--- src/rtl/cdd_pkg.sv ---
// ----------------------------------------------------------------------------
// cdd_pkg
// shared widths, constants, month tables and types of the date difference block
// ----------------------------------------------------------------------------
package cdd_pkg;

  localparam int DayW    = 5;
  localparam int MonthW  = 4;
  localparam int YearW   = 14;
  localparam int DaysW   = 22;
  localparam int DayNumW = 23;
  localparam int OrderW  = 2;
  localparam int KeyW    = YearW + MonthW + DayW;

  localparam int DaysPerYear = 365;
  // floor(x / 100) == (x * Recip100) >> RecipShift for every x below 2^15
  localparam int Recip100    = 5243;
  localparam int RecipW      = 13;
  localparam int RecipShift  = 19;
  localparam int ProdW       = YearW + RecipW;
  localparam int CenturyW    = ProdW - RecipShift;

  localparam logic [DaysW-1:0] DaysMax = {DaysW{1'b1}};

  typedef enum logic [OrderW-1:0] {
    ORDER_EQUAL         = 2'd0,
    ORDER_FIRST_LATER   = 2'd1,
    ORDER_FIRST_EARLIER = 2'd2
  } order_e;

  // per-date result of the day number unit
  typedef struct packed {
    logic               valid;
    logic [DayNumW-1:0] num;
  } day_info_t;

  // days in a month of a common year, 0 for codes that are no month
  function automatic logic [DayW-1:0] month_len(input logic [MonthW-1:0] m);
    logic [DayW-1:0] len;
    case (m)
      4'd1, 4'd3, 4'd5, 4'd7, 4'd8, 4'd10, 4'd12: len = 5'd31;
      4'd4, 4'd6, 4'd9, 4'd11:                    len = 5'd30;
      4'd2:                                       len = 5'd28;
      default:                                    len = 5'd0;
    endcase
    return len;
  endfunction

  // days before the first of a month in a common year
  function automatic logic [8:0] month_start(input logic [MonthW-1:0] m);
    logic [8:0] start;
    case (m)
      4'd2:    start = 9'd31;
      4'd3:    start = 9'd59;
      4'd4:    start = 9'd90;
      4'd5:    start = 9'd120;
      4'd6:    start = 9'd151;
      4'd7:    start = 9'd181;
      4'd8:    start = 9'd212;
      4'd9:    start = 9'd243;
      4'd10:   start = 9'd273;
      4'd11:   start = 9'd304;
      4'd12:   start = 9'd334;
      default: start = 9'd0;
    endcase
    return start;
  endfunction

endpackage

--- src/rtl/cdd_day_number.sv ---
// ----------------------------------------------------------------------------
// cdd_day_number
// day number since 0000-01-01 and validity check of one gregorian date
// ----------------------------------------------------------------------------
module cdd_day_number import cdd_pkg::*; (
  input  logic [DayW-1:0]   day_i,
  input  logic [MonthW-1:0] month_i,
  input  logic [YearW-1:0]  year_i,
  output day_info_t         info_o
);

  logic [ProdW-1:0]    prod;
  logic [CenturyW-1:0] century;
  logic [6:0]          rem100;
  logic                leap;
  logic [12:0]         ceil4;
  logic [CenturyW-1:0] ceil100;
  logic [6:0]          ceil400;
  logic [DayNumW-1:0]  year_days;
  logic [DayW-1:0]     len;
  logic                month_ok;

  // year / 100 by reciprocal multiply
  assign prod    = {{RecipW{1'b0}}, year_i} * ProdW'(Recip100);
  assign century = prod[ProdW-1:RecipShift];
  assign rem100  = 7'(year_i - YearW'({{(YearW-CenturyW){1'b0}}, century} * YearW'(100)));

  // centuries are leap only when the century count is a multiple of four
  assign leap = (rem100 == 7'd0) ? (century[1:0] == 2'd0) : (year_i[1:0] == 2'd0);

  // leap days in all years before this one
  assign ceil4   = 13'(({1'b0, year_i} + 15'd3) >> 2);
  assign ceil100 = century + CenturyW'(rem100 != 7'd0);
  assign ceil400 = 7'(({1'b0, ceil100} + 9'd3) >> 2);

  assign year_days = DayNumW'({{(DayNumW-YearW){1'b0}}, year_i} * DayNumW'(DaysPerYear));

  assign info_o.num = year_days
                    + DayNumW'(ceil4)
                    - DayNumW'(ceil100)
                    + DayNumW'(ceil400)
                    + DayNumW'(month_start(month_i))
                    + DayNumW'((month_i > 4'd2) && leap)
                    + DayNumW'(day_i)
                    - DayNumW'(1);

  // length of the month, february stretched in leap years
  always_comb begin
    len = month_len(month_i);
    if (month_i == 4'd2 && leap) begin
      len = 5'd29;
    end
  end

  assign month_ok    = month_i inside {[4'd1:4'd12]};
  assign info_o.valid = month_ok && (day_i != '0) && (day_i <= len);

endmodule

--- src/rtl/calendar_date_difference.sv ---
// ----------------------------------------------------------------------------
// calendar_date_difference
// absolute day count between two gregorian dates, their order and validity
// ----------------------------------------------------------------------------
//
//  channel  direction  handshake              payload
//  in       input      in_valid_i/in_ready_o  first_day/month/year, second_day/month/year
//  out      output     out_valid_o/out_ready_i days_between, order, first/second_valid
//
//  two register stages: day numbers are formed from the ports into the stage
//  register, the difference and saturation go into the output register
//  one item per cycle while the output is taken, a result passes the stage register
//  and then the output register; while a result waits at the output the stage register
//  takes one more item, then the input stalls until the output is taken
//  reset clears both valid bits only; payload registers are not reset
//
module calendar_date_difference import cdd_pkg::*; (
  input  logic              clk_i,
  input  logic              rst_ni,
  input  logic              in_valid_i,
  output logic              in_ready_o,
  input  logic [DayW-1:0]   first_day_i,
  input  logic [MonthW-1:0] first_month_i,
  input  logic [YearW-1:0]  first_year_i,
  input  logic [DayW-1:0]   second_day_i,
  input  logic [MonthW-1:0] second_month_i,
  input  logic [YearW-1:0]  second_year_i,
  output logic              out_valid_o,
  input  logic              out_ready_i,
  output logic [DaysW-1:0]  days_between_o,
  output logic [OrderW-1:0] order_o,
  output logic              first_valid_o,
  output logic              second_valid_o
);

  // per-date day numbers and validity
  day_info_t first_info, second_info;

  cdd_day_number u_first (
    .day_i   (first_day_i),
    .month_i (first_month_i),
    .year_i  (first_year_i),
    .info_o  (first_info)
  );

  cdd_day_number u_second (
    .day_i   (second_day_i),
    .month_i (second_month_i),
    .year_i  (second_year_i),
    .info_o  (second_info)
  );

  // order from the raw fields, year then month then day
  logic [KeyW-1:0] first_key, second_key;
  order_e          order_d;

  assign first_key  = {first_year_i, first_month_i, first_day_i};
  assign second_key = {second_year_i, second_month_i, second_day_i};

  always_comb begin
    if (first_key > second_key) begin
      order_d = ORDER_FIRST_LATER;
    end else if (first_key < second_key) begin
      order_d = ORDER_FIRST_EARLIER;
    end else begin
      order_d = ORDER_EQUAL;
    end
  end

  // handshake: each stage loads when empty or when it hands on
  logic s1_valid_q, out_valid_q;
  logic out_load, s1_load;

  assign out_load   = !out_valid_q || out_ready_i;
  assign s1_load    = !s1_valid_q || out_load;
  assign in_ready_o = s1_load;

  always_ff @(posedge clk_i or negedge rst_ni) begin
    if (!rst_ni) begin
      s1_valid_q  <= 1'b0;
      out_valid_q <= 1'b0;
    end else begin
      if (s1_load) begin
        s1_valid_q <= in_valid_i;
      end
      if (out_load) begin
        out_valid_q <= s1_valid_q;
      end
    end
  end

  // stage register: day numbers, validity, order
  day_info_t s1_first_q, s1_second_q;
  order_e    s1_order_q;

  always_ff @(posedge clk_i) begin
    if (in_valid_i && s1_load) begin
      s1_first_q  <= first_info;
      s1_second_q <= second_info;
      s1_order_q  <= order_d;
    end
  end

  // absolute difference, saturated, zero when either date is bad
  logic [DayNumW-1:0] diff;
  logic [DaysW-1:0]   days_d;

  always_comb begin
    if (s1_first_q.num >= s1_second_q.num) begin
      diff = s1_first_q.num - s1_second_q.num;
    end else begin
      diff = s1_second_q.num - s1_first_q.num;
    end
    if (!(s1_first_q.valid && s1_second_q.valid)) begin
      days_d = '0;
    end else if (diff[DayNumW-1]) begin
      days_d = DaysMax;
    end else begin
      days_d = diff[DaysW-1:0];
    end
  end

  // output register
  logic [DaysW-1:0] days_q;
  order_e           order_q;
  logic             first_valid_q, second_valid_q;

  always_ff @(posedge clk_i) begin
    if (s1_valid_q && out_load) begin
      days_q         <= days_d;
      order_q        <= s1_order_q;
      first_valid_q  <= s1_first_q.valid;
      second_valid_q <= s1_second_q.valid;
    end
  end

  assign out_valid_o    = out_valid_q;
  assign days_between_o = days_q;
  assign order_o        = OrderW'(order_q);
  assign first_valid_o  = first_valid_q;
  assign second_valid_o = second_valid_q;

endmodule
--- config.mk ---
export PLATFORM = sky130hd
export DESIGN_NAME = calendar_date_difference
export DESIGN_NICKNAME = d
export VERILOG_FILES = /design/src/rtl/cdd_pkg.sv /design/src/rtl/cdd_day_number.sv /design/src/rtl/calendar_date_difference.sv
export SDC_FILE = /design/constraint.sdc
export NUM_CORES = 1
export LEC_CHECK = 0
export BUFFER_PORTS_ARGS = -buffer_cell sky130_fd_sc_hd__buf_4
export CORE_ASPECT_RATIO = 1.75
export CORE_MARGIN = 1.5
export CORE_UTILIZATION = 60
export DETAILED_ROUTE_END_ITERATION = 16
export PLACE_DENSITY = 0.86
export SLEW_MARGIN = 40
export SYNTH_ARGS = -nofsm -noshare
export SYNTH_HDL_FRONTEND = slang
export SYNTH_HIERARCHICAL = 1
export SYNTH_SLANG_ARGS = --single-unit
--- constraint.sdc ---
create_clock -name clk_i -period 2.8 [get_ports clk_i]
set_input_delay 0.14 -clock clk_i [delete_from_list [all_inputs] [get_ports clk_i]]
set_output_delay 0.14 -clock clk_i [all_outputs]
set_load 0.1 [all_outputs]
==> results of run 1 <==
-- per-layer routing --
| layer | GRT usage (%) | overflow |
|---|---|---|
| met5 | 7.08 | 0 |
| met2 | 79.5 | 2 |
| met1 | 49.2 | 0 |
| met4 | 56.4 | 4 |
| met3 | 22.8 | 0 |
-- Yosys cell counts, types with 19 or more instances --
cell and count:
inv_1 646, ha_1 514, fa_1 314, a21oi_1 122
nor2_1 94, xnor2_1 93, edfxtp_1 76, nand2_1 71
o21ai_0 52, a21o_1 49, xor2_1 43, nand3_1 34
nand2b_1 24, mux2i_1 23, nor3_1 23, nand4_1 19
-- what timing repair did --
item,in CTS
endpoints found under the setup margin,70
buffers inserted,35
resized for setup,128
hold buffers,2
endpoints found under the hold margin,3
pin swaps,94
-- stage by stage --
| step | setup slack, ps | utilization [%] | std cells | cell area, µm² | TNS [ps] |
|---|---|---|---|---|---|
| after floorplan | -8640 | - | 2496 | 24100 | -359430 |
| after global placement | -8990 | 75.4 | 3594 | 29400 | -386510 |
| after detailed placement | -9350 | 75.4 | 3594 | 29400 | -405060 |
| after CTS | -8740 | 78.3 | 3635 | 30600 | -375960 |
-- kinds of logic after synthesis --
group           Yosys count  synth area share, %
xor+xnor                143                 5.61
flops                    78                 9.85
fa+ha+maj               829                 53.8
simple gates            357                 7.71
buf+inv                 680                 11.0
mux                      28                 1.26
compound gates          381                 10.8
==> results.toml, run 1 <==
[place]
port_buffers = 77
routabilityCongestion = 0.951
dp_hpwl_um = 62000

[cts]
numClockSinks = 78
htreeDepth = 3
cts_buffer_depth = 2
cts_buffers = 9
cts_root_buffer = "clkbuf_16"

[yosys]
synth_cell_types = 96
ys_seq_elements = 78
yosysSeqAreaShare_pct = 9.85
synth.avg_cell_area_um2 = 9.48
syn_area_mm2 = 0.0237
synth_nets = 3374
synth_top_area_share_pct = 27.2
synth_edf_count = 76
async_flop_share_pct = 2.56
synth_flop_cell = "edfxtp_1"
ys_warn_count = 6
synth_largest_area_cell = "ha_1"
syn_inst = 2496
synthTopCellsByArea = "ha_1 27%, fa_1 27%, inv_1 10%"

[floorplan]
die_w_um = 153
initial_core_util_pct = 60.6
io_pins = 78
num_rows = 96
dieHeight_um = 266

[sta]
worstEndpointGrtRepair = "s1_first_q[21]$_DFFE_PP_/D"
worstEndpointType = "register data pin"

[status]
status = "aborted with a tool error"
tool.error = "[ERROR GRT-0232] Routing congestion too high. Check the congestion heatmap in the GUI."
lastStage = "5_1_grt"

[global_routing]
grt_usage_pct = 51.9
gr-total-overflow = 6
grt_max_degree = 51
==> run 2: changes to the inputs <==
Settings changed: CORE_ASPECT_RATIO 1.75 to unset, CORE_UTILIZATION 60 to 40, PLACE_DENSITY 0.86 to unset, PLACE_DENSITY_LB_ADDON set to 0.15.
Clock period 2.8 ns to 3.6 ns, I/O delays scaled along.
==> run 2 against run 1 <==
Net effect:
- the flow now finishes, with violations (setup timing)
- synthesized cell count did not move
- area after synthesis is the same
==> results.toml, run 2 <==
[setup_path]
cp_slowest_cell = "fa_2"
cp_top_family = "adder cells"
critical_path_class = "input pin to flip-flop"
cp.arrival_ps = 11800
cp.required_ps = 3700
cpPeakStageDelay_ps = 560
start_kind = "input pin"
cp-end-kind = "flip-flop"
cp_max_fo = 5
worst-path-buf-inv = 11

[yosys]
syn_inst = 2496
synth_nets = 3374
ys_warn_count = 6
synth_cell_types = 96
yosys-top-cells-count = "646 x inv_1, 514 x ha_1, 314 x fa_1"
async_flop_share_pct = 2.56
yosysMostFrequentCell = "inv_1"
synth_largest_area_cell = "ha_1"
synth_flop_cell = "edfxtp_1"
yosysSeqAreaShare_pct = 9.85
synth.avg_cell_area_um2 = 9.48
syn_area_mm2 = 0.0237
synth_top_area_share_pct = 27.2
ys_seq_elements = 78
synth_edf_count = 76
synthTopCellsByArea = "ha_1 27%, fa_1 27%, inv_1 10%"

[cts]
cts_buffers = 9
worstSkewPairLatency_ps = 350
numClockSinks = 78
htreeDepth = 3
cts_buffer_depth = 2
cts_tree = "yes"
cts_root_buffer = "clkbuf_16"
cts.clk_slew.worst_paths_ps = 70

[detailed_routing]
drc = 0
dr.first_iter.drc_count = 872
wl_per_cell_um = 16.9
first_pass_iters = 5
routed_wl_um = 64900
avgViaCountPerCell = 4.84
postRouteAntennaNets = 0
dr_total_vias = 18600

[cells_and_area]
diodes = 0
stdcell_count = 3845
fillCellCount = 5298
design_area_mm2 = 0.0309
final_common_cell = "inv_1"
final_layout_size_suffix_gt1_share_pct = 28.1
layout_common_cells = "612 x inv_1, 561 x buf_4, 470 x ha_1, 302 x fa_1, 101 x a21oi_1"
nets = 3953
area_growth_pct = 30.7

[sta]
tns_ps = -327710
worst_slack_ps = -8100
drv_slew = 0
slew-limit-headroom_pct = 53.0
period_share_pct = 325
hold_viol = 0
fin_crit_ps = 11700
setup_violations = 48
grt_setup_unrepaired = "true"
hold_ws_ps = 28.5
skew_ps = 13.0
tightest_slew_ps = 705
fmax_ghz = 0.0855

[place]
placed_cell_area_mm2 = 0.0293
routabilityCongestion = 0.912
port_buffers = 77
dp_hpwl_um = 57700
placedCellCount = 3807

[status]
failed_checks = "setup timing"
status = "finished, violations left"

[global_routing]
grt_pass1_wl_um = 105000
grt_usage_pct = 22.0
grt_antenna_before_repair = 0
first_global_vias = 19800
gr-total-overflow = 0
grt_max_degree = 27

[job]
drv_cap = 0

[floorplan]
dieHeight_um = 246
io_pins = 78
die_w_um = 246
die-area_mm2 = 0.0606
initial_core_util_pct = 40.7
core-area_mm2 = 0.0581
num_rows = 88

[worst_hold_path]
hp-class = "input pin to flip-flop"
[run 2: cell counts after synthesis]
Identical to the previous run, type by type.
[run 2: what timing repair did]
| item | 4_1_cts | 5_1_grt |
|---|---|---|
| buffers inserted | 60 | 17 |
| setup endpoints to repair | 48 | 55 |
| pin swaps | 94 | 79 |
| gates resized for setup | 164 | 78 |
| hold buffers | 1 | 0 |
| hold endpoints to repair | 2 | 0 |
[run 2: final cells by class]
type / count / area [µm²] / area share (%)
Inverter: 648 / 2450 / 7.91
Tap cell: 765 / 957 / 3.09
Clock buffer: 9 / 225 / 0.728
Timing Repair Buffer: 600 / 4680 / 15.1
Sequential cell: 78 / 2330 / 7.54
Clock inverter: 7 / 97.6 / 0.315
Multi-Input combinational cell: 1738 / 20200 / 65.3
[run 2: worst register-to-register path, stage by stage (launching register included)]
cell,delay (ps)
edfxtp_1,440
inv_1,110
ha_1,330
nand2b_1,110
a211oi_2,230
o41ai_2,100
buf_4,160
o211a_1,230
o31a_2,430
buf_4,210
a22oi_1,220
o221ai_1,170
xnor2_1,240
a21oi_1,100
[run 2: final timing paths]
| path | slack, ps | end | depth (start not counted) | from |
|---|---|---|---|---|
| setup reg to reg | 230 | days_between_o[21] | 13 | s1_first_q[1] |
| max in group asynchronous | 3360 | out_valid_o | 2 | rst_ni |
| min in group asynchronous | 160 | s1_valid_q | 2 | rst_ni |
| hold / removal | 30 | s1_valid_q | 2 | in_valid_i |
| setup / recovery | -8100 | s1_first_q[21] | 50 | first_year_i[10] |
| hold reg to reg | 420 | order_o[1] | 0 | s1_order_q[1] |
[run 2: metal layers]
| layer | wire, µm | track usage [%] |
|---|---|---|
| met1 | 32800 | 32.1 |
| met2 | 30000 | 37.0 |
| met3 | 1450 | 1.10 |
| met4 | 591 | 2.64 |
| met5 | 0 | 0 |
[run 2: through the flow]
| stage | worst slack (ps) | util [%] |
|---|---|---|
| 2_1_floorplan | -7880 | - |
| 3_3_place_gp | -8360 | 50.3 |
| 3_5_place_dp | -8530 | 50.3 |
| 4_1_cts | -7990 | 52.6 |
| 5_1_grt | -8590 | 53.2 |
| 6_report | -8100 | 53.2 |
[run 2: cell families after synthesis]
logic type / share of synthesized area (%)
mux: 1.26
flops: 9.85
compound gates: 10.8
fa+ha+maj: 53.8
xor+xnor: 5.61
buf+inv: 11.0
simple gates: 7.71
Power of run 2 is not shown: default switching activity piles up to over one toggle a cycle in this logic, so the estimate is an artifact.
==> run 3: changes to the inputs <==
Clock period 3.6 ns to 11.1 ns, I/O delays scaled along.
==> run 3 against run 2 <==
Net effect:
- the run still ends with setup timing left
- sequential share of layout area increased by 0.48 points
- final area decreased by 6.0%
- global-route usage decreased by 0.42 points
- count of clock-buffer cells in the layout unchanged
- die area unchanged
- clock skew increased by 0.88 ps
- non-clock buffer count decreased by 195
- sequential cell count unchanged
- worst hold slack improved by 370 ps
- register-to-register slack improved by 6600 ps
- critical path type unchanged
- largest cell class unchanged
- highest routed layer unchanged
==> results.toml, run 3 (same netlist as run 2, synthesis figures left out) <==
[sta]
skew_ps = 13.9
period_share_pct = 109
worst_slack_ps = -1040
tightest_slew_ps = 669
drv_slew = 0
hold_viol = 0
slew-limit-headroom_pct = 55.3
setup_violations = 28
fmax_ghz = 0.0824
grt_setup_unrepaired = "true"
fin_crit_ps = 12140

[cts]
htreeDepth = 3
cts_root_buffer = "clkbuf_16"
cts_buffer_depth = 2
cts_tree = "yes"
worstSkewPairLatency_ps = 360
numClockSinks = 78
cts_buffers = 9
cts.clk_slew.worst_paths_ps = 80

[setup_path]
critical_path_class = "input pin to flip-flop"
cp-startpoint = "first_year_i[5]"
cp_max_fo = 3
ff2ff_path_depth = 12
cp.required_ps = 11200
r2r-end = "days_between_o[4]"
cpPeakStageDelay_ps = 560
cp_common_cell = "fa_1"
crit_end = "s1_first_q[21]"
cp.arrival_ps = 12240
r2r_slack_ps = 6870
start_kind = "input pin"
rr_startpoint = "s1_first_q[2]"
cp_slowest_cell = "fa_1"
cp-end-kind = "flip-flop"

[floorplan]
die_w_um = 246
core-area_mm2 = 0.0581
initial_core_util_pct = 40.7
dieHeight_um = 246
num_rows = 88
io_pins = 78
die-area_mm2 = 0.0606

[worst_hold_path]
hp-class = "input pin to flip-flop"
holdPathStages = 2

[status]
status = "finished, violations left"
failed_checks = "setup timing"

[global_routing]
gr-total-overflow = 0
grt_antenna_before_repair = 0
grt_max_degree = 51
grt_pass1_wl_um = 103000
first_global_vias = 19100
grt_usage_pct = 21.6

[detailed_routing]
dr.first_iter.drc_count = 872
first_pass_iters = 7
avgViaCountPerCell = 4.90
drc = 0
wl_per_cell_um = 17.3
postRouteAntennaNets = 0
dr_total_vias = 17900
routed_wl_um = 63300

[cells_and_area]
multi_input_area_mm2 = 0.0199
final_layout_size_suffix_gt1_share_pct = 22.2
area_growth_pct = 22.9
nets = 3758
design_area_mm2 = 0.0291
fillCellCount = 5510
diodes = 0
post-route-util_pct = 50.0
regArea_mm2 = 0.00233
layout_common_cells = "617 x inv_1, 476 x ha_1, 384 x buf_4, 304 x fa_1, 102 x a21oi_1"
final_common_cell = "inv_1"

[place]
port_buffers = 77
routabilityCongestion = 0.910
dp_hpwl_um = 55900
placed_cell_area_mm2 = 0.0276

[job]
drv_cap = 0
==> run 3: cell count changes in the layout (fill, tap and decap cells not counted), moves of 5 or more <==
cell     delta
buf_6      -20
ha_4       -11
ha_1        +6
inv_1       +5
ha_2        +5
inv_2       -6
buf_4     -177
xor2_2      -6
xnor2_2     -5
xor2_1      +7
==> run 3: worst min-delay path by stage <==
stage / to / start / slack, ps
4_1_cts: s1_valid_q / in_valid_i / 390
2_1_floorplan: out_valid_o / rst_ni / 260
5_1_grt: s1_valid_q / in_valid_i / 420
3_5_place_dp: s1_valid_q / rst_ni / 340
6_report: s1_valid_q / in_valid_i / 400
3_3_place_gp: s1_valid_q / rst_ni / 340
==> run 3: area by class of cell <==
type,count,share of cell area (%)
timing repair buffer,405,10.9
inverter,648,8.42
clock inverter,7,0.241
clock buffer,9,0.774
multi-input combinational,1738,68.4
tap,765,3.29
sequential,78,8.02
==> run 3: stage by stage <==
stage          hold slack [ps]  setup WS, ps  cells  TNS (ps)
2_1_floorplan              259          -756   2496     -9830
3_3_place_gp               338         -1490   3597    -26680
3_5_place_dp               339         -1680   3597    -32080
4_1_cts                    389          -958   3642    -12650
5_1_grt                    419         -1410   3650    -26400
6_report                   399         -1040   3650    -14520
==> run 3: critical path, delay by kind of cell <==
family          cells  cell delay [ps]
fa+ha+maj          15             5560
compound gates     14             2410
simple gates        8             2020
xor+xnor            5              960
buf+inv            10              720
==> run 3: what timing repair did <==
item / in CTS / in global routing
gates resized for setup: 118 / 69
pin swaps: 72 / 70
endpoints found under the setup margin: 29 / 33
hold buffers: 1 / 0
endpoints found under the hold margin: 2 / 0
setup buffers: 33 / 15
==> run 3: per-layer routing <==
metal	global-route usage, %	wire, µm	up-vias
met4	3.55	852	0
met1	32.3	32000	8722
met3	1.07	1610	42
met5	0	0	-
li1	-	-	8875
met2	34.9	28800	237
Power of run 3 is left out for the same reason.
==> run 4: changes to the inputs <==
Settings changed: CELL_PAD_IN_SITES_DETAIL_PLACEMENT set to 1, CELL_PAD_IN_SITES_GLOBAL_PLACEMENT set to 2.
==> run 4 against run 3 <==
Net effect:
- the run still ends with setup timing left
- count of clock-buffer cells in the layout rose by 1
- die area is the same
- wire length up 14%
- maximum frequency is 0.63% lower
- sequential share of layout area barely moved
- critical path type unchanged
==> results.toml, run 4 (same netlist as run 2, synthesis figures left out) <==
[sta]
setup_violations = 31
worst_slack_ps = -1120
grt_setup_unrepaired = "true"
hold_viol = 0
skew_ps = 8.00
tns_ps = -19060
fin_crit_ps = 12220
tightest_slew_ps = 764
fmax_ghz = 0.0819
slew-limit-headroom_pct = 48.9
drv_slew = 0
period_share_pct = 110

[place]
port_buffers = 77
routabilityCongestion = 0.895
dp_hpwl_um = 63500

[setup_path]
r2r-end = "days_between_o[4]"
start_kind = "input pin"
rr_startpoint = "s1_second_q[2]"
cpPeakStageDelay_ps = 550
cp-startpoint = "first_year_i[9]"
r2r_slack_ps = 7070
critical_path_class = "input pin to flip-flop"
cp_common_cell = "fa_1"
cp.arrival_ps = 12300
crit_end = "s1_first_q[21]"
cp-end-kind = "flip-flop"
cp.required_ps = 11180
cp_max_fo = 5
ff2ff_path_depth = 11
cp_slowest_cell = "fa_1"

[floorplan]
die-area_mm2 = 0.0606
io_pins = 78
dieHeight_um = 246
die_w_um = 246
core-area_mm2 = 0.0581
num_rows = 88
initial_core_util_pct = 40.7

[global_routing]
grt_max_degree = 51
first_global_vias = 20900
grt_pass1_wl_um = 115000
grt_antenna_before_repair = 0
grt_usage_pct = 24.4
gr-total-overflow = 0

[cts]
cts_tree = "yes"
htreeDepth = 3
cts_root_buffer = "clkbuf_16"
numClockSinks = 78
cts_buffers = 9
cts_buffer_depth = 2
worstSkewPairLatency_ps = 340
cts.clk_slew.worst_paths_ps = 60

[detailed_routing]
wl_per_cell_um = 19.7
postRouteAntennaNets = 0
first_pass_iters = 4
routed_wl_um = 72300
dr.first_iter.drc_count = 493
drc = 0
dr_total_vias = 18400
avgViaCountPerCell = 5.02

[cells_and_area]
area_growth_pct = 23.5
final_layout_size_suffix_gt1_share_pct = 22.4
post-route-util_pct = 50.3
layout_common_cells = "623 x inv_1, 479 x ha_1, 400 x buf_4, 307 x fa_1, 104 x a21oi_1"
final_common_cell = "inv_1"
fillCellCount = 6606
nets = 3775

[status]
failed_checks = "setup timing"
status = "finished, violations left"

[worst_hold_path]
hp-class = "flip-flop to flip-flop"

[job]
drv_cap = 0
[run 4: cell types whose count changed in the layout (fill, tap and decap cells not counted), moves of 3 or more]
cell     change
inv_2        -6
a21oi_2      -3
xnor2_2      +4
buf_4       +16
nor2_2       +3
fa_1         +3
inv_1        +6
fa_2         -3
inv_8        -4
xnor2_1      -3
ha_1         +3
ha_4         -4
nor2_1       -4
[run 4: routing by layer]
layer / global-route usage (%) / part of all wire, % / vias to the layer above / routed length (µm)
li1: - / - / 8888 / -
met1: 33.0 / 47 / 9279 / 34000
met2: 43.2 / 49 / 184 / 35600
met3: 0.937 / 1.5 / 51 / 1080
met4: 4.79 / 2.1 / 0 / 1540
met5: 0 / 0 / - / 0
[run 4: final cells by class]
type,instances,area [µm²],area share (%)
Timing Repair Buffer,422,3290,11.3
Inverter,648,2450,8.38
Clock buffer,10,229,0.783
Clock inverter,6,86.3,0.295
Antenna cell,1,2.50,0.00856
Tap cell,765,957,3.27
Multi-Input combinational cell,1738,19900,68.0
Sequential cell,78,2330,7.98
[run 4: through the flow]
| step | cell area, µm² | hold WS [ps] | std cells | worst slack, ps |
|---|---|---|---|---|
| 5_1_grt | 29200 | 446 | 3667 | -1530 |
| 6_report | 29200 | 427 | 3668 | -1120 |
| 3_3_place_gp | 27600 | 337 | 3606 | -1260 |
| 2_1_floorplan | 24000 | 259 | 2496 | -756 |
| 4_1_cts | 28700 | 422 | 3651 | -964 |
| 3_5_place_dp | 27600 | 342 | 3606 | -1550 |
[run 4: timing repair]
action / 4_1_cts / 5_1_grt
gates cloned: 0 / 0
setup endpoints to repair: 32 / 36
hold endpoints to repair: 2 / 0
resized for setup: 109 / 78
pin swaps: 96 / 77
hold buffers: 1 / 0
buffers inserted: 33 / 26
[run 4: worst max-delay path: cells and delay by family]
family                   cells  cell delay (ps)
XOR/XNOR                     5              830
adder cells (fa/ha/maj)     15             5900
AND/OR/NAND/NOR              8             2030
AO/OA/AOI/OAI               13             2360
buffers and inverters       10              640
[run 4: how the worst min path moves through the flow]
stage | from | endpoint | cells past startpoint
finish | s1_order_q[1] | order_o[1] | 0
global placement | rst_ni | out_valid_o | 1
global route | s1_order_q[1] | order_o[1] | 0
CTS | in_valid_i | s1_valid_q | 2
detailed placement | rst_ni | out_valid_o | 1
floorplan | rst_ni | out_valid_o | 0
Power of run 4 is left out for the same reason.
